===== src/rtl/fodf_pkg.sv =====
// shared types and constants for the first-occurrence dedup filter
package fodf_pkg;

  localparam int WORD_W = 32;
  localparam int UCNT_W = 9;

  typedef struct packed {
    logic [WORD_W-1:0] value_out;
    logic              keep;
    logic [UCNT_W-1:0] unique_count;
    logic              overflow;
    logic              last_out;
  } res_beat_t;

endpackage


===== src/rtl/fodf_ctrl.sv =====
// scan sequencer with shared comparator, unique count and result register
module fodf_ctrl #(
  parameter int STORE_DEPTH = 256,
  parameter int IW          = 8,
  parameter int CW          = 9
) (
  input  logic                        clk,
  input  logic                        rst_n,
  input  logic                        in_valid,
  output logic                        in_ready,
  input  logic [fodf_pkg::WORD_W-1:0] in_value,
  input  logic                        in_last,
  output logic                        res_valid,
  input  logic                        res_ready,
  output fodf_pkg::res_beat_t         res,
  output logic                        mem_wr_en,
  output logic [IW-1:0]               mem_wr_addr,
  output logic [fodf_pkg::WORD_W-1:0] mem_wr_data,
  output logic [IW-1:0]               mem_rd_addr,
  input  logic [fodf_pkg::WORD_W-1:0] mem_rd_data
);
  import fodf_pkg::*;

  typedef enum logic [1:0] {
    ST_IDLE,
    ST_SCAN,
    ST_DECIDE
  } state_t;

  localparam logic [CW-1:0] FULL_CNT = CW'(STORE_DEPTH);

  state_t            state_r, state_nxt;
  logic [WORD_W-1:0] word_r, word_nxt;
  logic              last_r, last_nxt;
  logic [CW-1:0]     count_r, count_nxt;
  logic [CW-1:0]     idx_r, idx_nxt;
  logic              pend_r, pend_nxt;
  logic              found_r, found_nxt;
  logic              res_valid_r, res_valid_nxt;
  res_beat_t         res_r, res_nxt;

  logic              issue;
  logic              hit;
  logic              full;
  logic              keep;
  logic              ovf;
  logic              res_free;
  logic [CW-1:0]     new_count;
  logic [CW+UCNT_W-1:0] count_ext;

  assign issue     = (idx_r < count_r);
  assign hit       = pend_r && (mem_rd_data == word_r);
  assign full      = (count_r == FULL_CNT);
  assign keep      = !found_r && !full;
  assign ovf       = !found_r && full;
  assign new_count = count_r + CW'(keep);
  assign count_ext = {{UCNT_W{1'b0}}, new_count};
  assign res_free  = !res_valid_r || res_ready;

  assign in_ready    = (state_r == ST_IDLE);
  assign res_valid   = res_valid_r;
  assign res         = res_r;
  assign mem_rd_addr = idx_r[IW-1:0];
  assign mem_wr_en   = (state_r == ST_DECIDE) && res_free && keep;
  assign mem_wr_addr = count_r[IW-1:0];
  assign mem_wr_data = word_r;

  always_comb begin
    state_nxt     = state_r;
    word_nxt      = word_r;
    last_nxt      = last_r;
    count_nxt     = count_r;
    idx_nxt       = idx_r;
    pend_nxt      = pend_r;
    found_nxt     = found_r;
    res_valid_nxt = res_valid_r;
    res_nxt       = res_r;

    if (res_valid_r && res_ready) begin
      res_valid_nxt = 1'b0;
    end

    case (state_r)
      ST_IDLE: begin
        if (in_valid) begin
          word_nxt  = in_value;
          last_nxt  = in_last;
          idx_nxt   = '0;
          pend_nxt  = 1'b0;
          found_nxt = 1'b0;
          state_nxt = ST_SCAN;
        end
      end
      ST_SCAN: begin
        pend_nxt = issue;
        if (issue) begin
          idx_nxt = idx_r + CW'(1);
        end
        if (hit) begin
          found_nxt = 1'b1;
          pend_nxt  = 1'b0;
          state_nxt = ST_DECIDE;
        end else if (!issue) begin
          state_nxt = ST_DECIDE;
        end
      end
      ST_DECIDE: begin
        if (res_free) begin
          res_nxt.value_out    = word_r;
          res_nxt.keep         = keep;
          res_nxt.unique_count = count_ext[UCNT_W-1:0];
          res_nxt.overflow     = ovf;
          res_nxt.last_out     = last_r;
          res_valid_nxt        = 1'b1;
          count_nxt            = last_r ? '0 : new_count;
          state_nxt            = ST_IDLE;
        end
      end
      default: begin
        state_nxt = ST_IDLE;
      end
    endcase
  end

  always_ff @(posedge clk) begin
    if (!rst_n) begin
      state_r     <= ST_IDLE;
      count_r     <= '0;
      pend_r      <= 1'b0;
      res_valid_r <= 1'b0;
    end else begin
      state_r     <= state_nxt;
      count_r     <= count_nxt;
      pend_r      <= pend_nxt;
      res_valid_r <= res_valid_nxt;
    end
    word_r  <= word_nxt;
    last_r  <= last_nxt;
    idx_r   <= idx_nxt;
    found_r <= found_nxt;
    res_r   <= res_nxt;
  end

endmodule


===== config.mk =====
export PLATFORM = sky130hd
export DESIGN_NAME = fodf_ctrl
export DESIGN_NICKNAME = d
export VERILOG_FILES = /design/src/rtl/fodf_pkg.sv /design/src/rtl/fodf_ctrl.sv
export SDC_FILE = /design/constraint.sdc
export NUM_CORES = 1
export LEC_CHECK = 0
export ABC_AREA = 0
export BUFFER_PORTS_ARGS = -buffer_cell sky130_fd_sc_hd__buf_2
export CAP_MARGIN = 20
export CORE_AREA = 2 2 104 86
export CTS_CLUSTER_SIZE = 20
export DETAILED_ROUTE_END_ITERATION = 10
export DIE_AREA = 0 0 106 88
export PLACE_DENSITY = 0.86
export SETUP_SLACK_MARGIN = 0.05
export SLEW_MARGIN = 20
export SYNTH_ARGS = -nofsm -noshare
export SYNTH_HDL_FRONTEND = slang
export SYNTH_SLANG_ARGS = --single-unit
export TNS_END_PERCENT = 10

===== constraint.sdc =====
create_clock -name clk -period 4.2 [get_ports clk]
set_clock_uncertainty 0.2 [all_clocks]
set_input_delay 0.42 -clock clk [delete_from_list [all_inputs] [get_ports clk]]
set_output_delay 0.42 -clock clk [all_outputs]
set_load 0.005 [all_outputs]

; Word level (Yosys, flattened, before mapping)
; Cells that the tools add are included.
; Widths: inputs -> output; s select.
[word_totals]
regBits = 100
input_bits = 69
word_cells = 60
out_inout_bits = 95
[op_classes]
n_addsub = 2
n_lt_le_gt_ge = 1
muxes = 17
n_reduce_logical = 18
eq_ne = 9
[op_table]
columns = op, count
row1 = $eq 32x32->1, 1
row2 = $mux 9, 3
row3 = $pmux 9 s2, 1
row4 = $add 9x1->9, 1
row5 = $add 9x1->9 const B, 1
row6 = $eq 9x9->1 const B, 1
row7 = $lt 9x9->1, 1
row8 = $reduce_and 3->1, 3
row9 = $mux 2, 4
row10 = $ne 2x2->1 const B, 4
row11 = $logic_and 1x1->1, 6
row12 = $mux 1, 6
row13 = $pmux 2 s3, 1
row14 = $reduce_and 2->1, 3
row15 = $pmux 1 s2, 2
row16 = $logic_not 1->1, 3
row17 = $ne 3x3->1 const B, 1
row18 = $eq 2x1->1 const B, 1
row19 = $eq 2x2->1 const B, 1
row20 = $logic_not 2->1, 1
row21 = $reduce_bool 2->1, 1
row22 = $logic_or 1x1->1, 1

; Logic depth before layout (Yosys ltp)
; Gate-level depths: netlist of the first run.
[logic_depth]
depth_word = 5
mapped_depth = 11
ltp_nobuf = 11

; Worst setup path after synthesis of the first run
; OpenSTA, ideal clock, no wires.
[synth_timing]
kind = input to register
start = input port res_ready
end = register count_r[6]
n_path_buf = 0
setup_slack_ns = 1.831
arrival_ns = 2.054
stages = 7
setup_ns = 0.115
required_time_ns = 3.885
path_cell_list = nand2b_1 > nand2b_1 > inv_1 > o21ai_0 > nand2_1 > o21ai_0 > and2_1
[synth_between]
elab_chain_cells = 2
[synth_lines]
columns = item, line_no
row1 = start: declaration, fodf_ctrl.sv:14  ; input logic res_ready,
row2 = $logic_or 1x1->1, fodf_ctrl.sv:58  ; assign res_free = !res_valid_r || res_ready;
row3 = $reduce_and 2->1 (no line), n/a
row4 = end signal: assignment, fodf_ctrl.sv:133  ; count_r <= count_nxt;
row5 = end: declaration, fodf_ctrl.sv:35  ; logic [CW-1:0] count_r, count_nxt;
; Every way passes these cells.
; A chain may end at the register's enable or synchronous reset.

; Final worst setup path of the first run
[layout_timing]
start = register count_r[6]
end = register count_r[8]
[layout_between]
elab_chain_cells = 5
[layout_lines]
columns = item, line_no
row1 = $eq 9x9->1, fodf_ctrl.sv:53  ; assign full = (count_r == FULL_CNT);
row2 = $logic_not 1->1, fodf_ctrl.sv:54  ; assign keep = !found_r && !full;
row3 = $logic_and 1x1->1, fodf_ctrl.sv:54
row4 = via keep, fodf_ctrl.sv:45  ; logic keep;
row5 = $add 9x1->9, fodf_ctrl.sv:56  ; assign new_count = count_r + CW'(keep);
row6 = via new_count[8], fodf_ctrl.sv:48  ; logic [CW-1:0] new_count;
row7 = $mux 9, fodf_ctrl.sv:115  ; count_nxt = last_r ? '0 : new_count;
; The timed path passes the listed nets, and every way through them passes these cells.

==> impl_metrics.ini, run 1 <==
[run_status]
status = finished, final reports clean

[clocking]
cts_hold_buf = 0
h-tree-depth = 3
numCtsBuffers = 9
cts_root_buf = clkbuf_8
post_cts_resized = 0
clock_path_buffers = 2
clk-insertion-delay-late_ns = 0.35
postCtsSetupBuffers = 0
clkTransAtPathRegs_ns = 0.10
cts_tree = done
cts.sinks = 100

[critical_path]
r2r_end = count_r[8]
r2r_start = count_r[6]
cp-end-kind = register
reg2regPathDepth = 11
required_ns = 4.25
critPathKind = reg2reg
r2r_slack_ns = 1.56
critPathLaunch = count_r[6]
arrival_ns = 2.69
start_kind = register
crit_fanout = 7

[placed_design]
gp_congestion = 0.869
io_buffer_count = 163
place_area_um2 = 5060
dp_hpwl_mm = 7.38

[worst_hold_path]
hp-start = in_value[21]
hp-class = in2reg
hold_depth = 1
min_to = mem_wr_data[21]

[detailed_routing]
initialDrtViolationCount = 184
wl_per_cell_um = 16.7
ant_nets = 0
routed_wl_mm = 9.49
vias = 2926
firstDrtPassIters = 4
viasPerCell = 5.13
drt_drc_violations_left = 0

[sta]
fin_crit_sh = 0.629
whs_ns = 0.0327
finalHoldViolCount = 0
rsz0062_at_grt = no
setup_viol_count_final = 0
layout_min_cycle_time_ns = 2.64
drv_slew = 0
finalSetupTns_ns = 0
fmax_ghz = 0.379
tightestPinTransition_ns = 0.938
relSlewSlack = 0.374

[synthesis]
syn_area_um2 = 4240
synthArstFlopShare = 0
synth_edf_count = 87
synth_cell_types = 40
postSynthAreaPerCell_um2 = 14.2
synthCells = 298
ys_ff_latch = 100
synth_ff_type = edfxtp_1
synth_nets = 378
seq_area_frac_synth = 0.678
ys_warn_count = 0

[global_routing]
overflow = 0
grt_start_max_net_pins = 47
grt.total_usage = 0.216
antenna_found_initial = 0
grt_pass1_vias = 2900
grt_pass1_wl_mm = 15.1

[power_and_ir_drop]
intPower_mw = 1.53
power_density_nw_per_um2 = 384
power_leakage_nw = 2.11
power_switching_mw = 0.487
pwr-share-clk = 0.307
comb_power_share = 0.103
seq_power_share = 0.590
power.total_mw = 2.02
swShare = 0.241
vdd.ir_drop.worst_v = 0.000252

[floorplanning]
boundaryPins = 164
start_util = 0.511
die_area_um2 = 9330
die_y_um = 88
coreArea_um2 = 8300
rows = 30
dieWidth_um = 106

[layout]
diodes = 0
layout.nets = 533
drive_above_1_share = 0.424
mostFrequentLayoutCells = buf_2 (163), edfxtp_1 (87), xnor2_1 (30)
area_growth_pct = 24.3
mostFrequentLayoutCell = buf_2
stdcell_area_um2 = 5270
fillCellCount = 628

[run]
max-cap-violations = 0
layer usage:
layer,share of wire,vias up,track usage
li1,-,1372,-
met2,0.50,127,0.388
met5,0,-,0
met1,0.41,1410,0.258
met4,0.020,0,0.0730
met3,0.068,17,0.0528
stage by stage:
step           std cells  setup WS [ns]   util
4_1_cts              570           1.58  0.635
6_report             570           1.56  0.635
3_5_place_dp         554           1.59  0.610
2_1_floorplan        298           1.83      -
5_1_grt              570           1.35  0.635
3_3_place_gp         554           1.70  0.610
worst max path at each step:
stage	endpoint	slack, ns	cells after the start
finish	count_r[8]	1.56	11
global route	count_r[8]	1.35	11
CTS	count_r[8]	1.58	11
detailed placement	count_r[6]	1.59	8
global placement	count_r[6]	1.70	8
floorplan	count_r[6]	1.83	7
area by class of cell:
| cell class | count | area (um^2) | share of cell area |
|---|---|---|---|
| repair buffers | 164 | 823 | 0.156 |
| well taps | 112 | 140 | 0.0266 |
| clock inverters | 6 | 76.3 | 0.0145 |
| flip-flops and latches | 100 | 2870 | 0.545 |
| multi-input cells | 161 | 1160 | 0.221 |
| clock buffers | 10 | 128 | 0.0242 |
| inverters | 17 | 63.8 | 0.0121 |
registers in the layout (all words and copies together), names as in the netlist:
register     cells
found_r          1
pend_r           1
res_valid        1
last_r           1
mem_wr_data     32
count_r          9
idx_r            9
res             44
state_r          2
worst max-delay path: stages, from the launching register on:
cell     delay (ns)
dfxtp_1        0.48
nor4_1         0.08
and4_1         0.22
nor2_1         0.15
ha_1           0.22
ha_1           0.24
and3_4         0.24
and3_4         0.22
nand3_2        0.10
xnor2_2        0.18
a22oi_2        0.16
nor2b_2        0.06
cells in the mapped netlist, types with 3 or more instances:
cell type / n / area share
or3_1: 3 / 0.0044
nor2b_1: 3 / 0.0044
ha_1: 11 / 0.032
nor2_1: 13 / 0.012
nor3b_1: 3 / 0.0053
and4_1: 3 / 0.0062
nand2_1: 9 / 0.0080
nand3_1: 9 / 0.011
o21ai_0: 14 / 0.017
inv_1: 17 / 0.015
a21oi_1: 8 / 0.0095
and3_4: 4 / 0.011
nand2b_1: 4 / 0.0059
a21boi_0: 4 / 0.0071
dfxtp_1: 13 / 0.061
xor2_1: 5 / 0.010
nor3_1: 3 / 0.0035
clkbuf_1: 3 / 0.0027
and2_1: 5 / 0.0074
xnor2_1: 30 / 0.062
nand4_1: 6 / 0.0089
buf_4: 16 / 0.028
edfxtp_1: 87 / 0.62
logic make-up after synthesis:
logic type / count (synthesis) / share of synthesized area
buffers and inverters: 37 / 0.0473
adders and majority gates: 11 / 0.0325
AOI/OAI and AO/OA: 39 / 0.0591
xor gates and xnor gates: 37 / 0.0800
DFF: 100 / 0.678
and+or+nand+nor: 74 / 0.103
power groups by stage:
stage	combinational, mW	clock (mW)	sequential (mW)
final	0.208	0.620	1.19
after global routing	0.234	0.661	1.20
after CTS	0.211	0.631	1.19
after detailed placement	0.210	0	1.22
after global placement	0.201	0	1.21
after floorplan	0.109	0	1.21
Note: power is estimated with default switching activity, not from simulation.
==> inputs of run 2 (changes only) <==
Settings changed: CORE_AREA 2 2 104 86 to 2 2 107 89, DIE_AREA 0 0 106 88 to 0 0 109 91, PLACE_DENSITY 0.86 to 0.82.
Clock period 4.2 ns to 2.5 ns, I/O delays scaled along.
==> impl_metrics.ini, run 2 (synthesis results as in run 1) <==
[run_status]
status = finished, final reports clean

[clocking]
cts_tree = done
cts_root_buf = clkbuf_8
h-tree-depth = 3
clk-insertion-delay-late_ns = 0.36
numCtsBuffers = 9
clkTransAtPathRegs_ns = 0.09
clock_path_buffers = 2
cts.sinks = 100

[detailed_routing]
wl_per_cell_um = 16.3
highest_layer = met4
wl_met2_mm = 5.23
met1_length_mm = 3.94
initialDrtViolationCount = 200
met3_wirelength_um = 722
firstDrtPassIters = 6
drt_drc_violations_left = 0
vias = 3097
viasPerCell = 5.00
ant_nets = 0
routed_wl_mm = 10.1

[placed_design]
dpl_worst_slack_ns = -0.00296
dp_cells = 567
io_buffer_count = 163
gp_congestion = 0.841
dp_hpwl_mm = 7.14

[power_and_ir_drop]
vdd.ir_drop.worst_v = 0.000371
power.total_mw = 3.37
power_leakage_nw = 2.30
power_density_nw_per_um2 = 589

[global_routing]
grt.total_usage = 0.209
grt_pass1_vias = 3130
grt_start_max_net_pins = 43
antenna_found_initial = 0
overflow = 0
grt_pass1_wl_mm = 15.8

[critical_path]
critPathKind = reg2reg
required_ns = 2.56
arrival_ns = 2.40
cp-end-kind = register
crit_fanout = 7
start_kind = register

[layout]
diodes = 0
drive_above_1_share = 0.417
mostFrequentLayoutCell = buf_2
largest_reg_flops = 44
mostFrequentLayoutCells = buf_2 (163), edfxtp_1 (87), dlygate4sd3_1 (35)
area_growth_pct = 35.2
fin_cells = 619
layout.nets = 579
fillCellCount = 644

[sta]
finalHoldViolCount = 0
fin_ws_ns = 0.155
relSlewSlack = 0.642
layout_min_cycle_time_ns = 2.35
finalSetupTns_ns = 0
fmax_ghz = 0.426
rsz0062_at_grt = yes
fin_crit_sh = 0.938
setup_viol_count_final = 0
tightestPinTransition_ns = 0.537
drv_slew = 0

[floorplanning]
rows = 31
die_y_um = 91
dieWidth_um = 109
die_area_um2 = 9920
start_util = 0.481
boundaryPins = 164
coreArea_um2 = 8800

[run]
max-cap-violations = 0

[worst_hold_path]
hp-class = in2reg
[run 2: critical path, cell delays in order, from the launching register on]
cell and delay [ns]:
dfxtp_4 0.39, nor4_2 0.05, and4_1 0.19, nor2_1 0.15, ha_2 0.23, ha_4 0.16
and3_4 0.21, and3_4 0.22, nand3_2 0.10, xnor2_2 0.15, a22oi_2 0.14, nor2b_2 0.05
[run 2: per-layer routing]
metal  vias up  GRT usage
met4         0     0.0684
li1       1469          -
met1      1480      0.251
met2       128      0.359
met5         -          0
met3        20     0.0625
[run 2: timing repair]
item / in CTS / in global routing
setup endpoints to repair: 3 / 13
hold buffers: 35 / 0
pin swaps: 0 / 2
gates resized for setup: 2 / 8
endpoints found under the hold margin: 35 / 0
buffers inserted: 0 / 1
[run 2: worst paths after layout]
| kind | from | to | slack [ns] | cells past startpoint |
|---|---|---|---|---|
| worst min-delay path | rst_n | state_r[1] | 0.03 | 2 |
| worst max-delay path | count_r[5] | count_r[8] | 0.15 | 11 |
| worst min register to register | mem_wr_data[1] | res[13] | 0.30 | 0 |
| worst max register to register | count_r[5] | count_r[8] | 0.15 | 11 |
[run 2: metrics by stage]
step / instance area, um^2 / hold WS, ns / utilization
global route: 5730 / 0.0312 / 0.650
global placement: 5150 / 0.226 / 0.585
finish: 5730 / 0.0277 / 0.650
CTS: 5690 / 0.00871 / 0.646
detailed placement: 5150 / 0.228 / 0.585
floorplan: 4240 / 0.149 / -
[run 2: area by class of cell]
type                            count  area (um^2)  area share
Inverter                           17         63.8      0.0111
Multi-Input combinational cell    161         1190       0.208
Clock buffer                        9          124      0.0216
Tap cell                          115          144      0.0251
Sequential cell                   100         2880       0.503
Clock inverter                      7         60.1      0.0105
Timing Repair Buffer              210         1270       0.222
[run 2: power by group]
group	internal (mW)	switching, mW	total [mW]
Combinational	0.214	0.202	0.416
Sequential	1.93	0.0682	2.00
Clock	0.379	0.582	0.961
Total	2.52	0.852	3.37
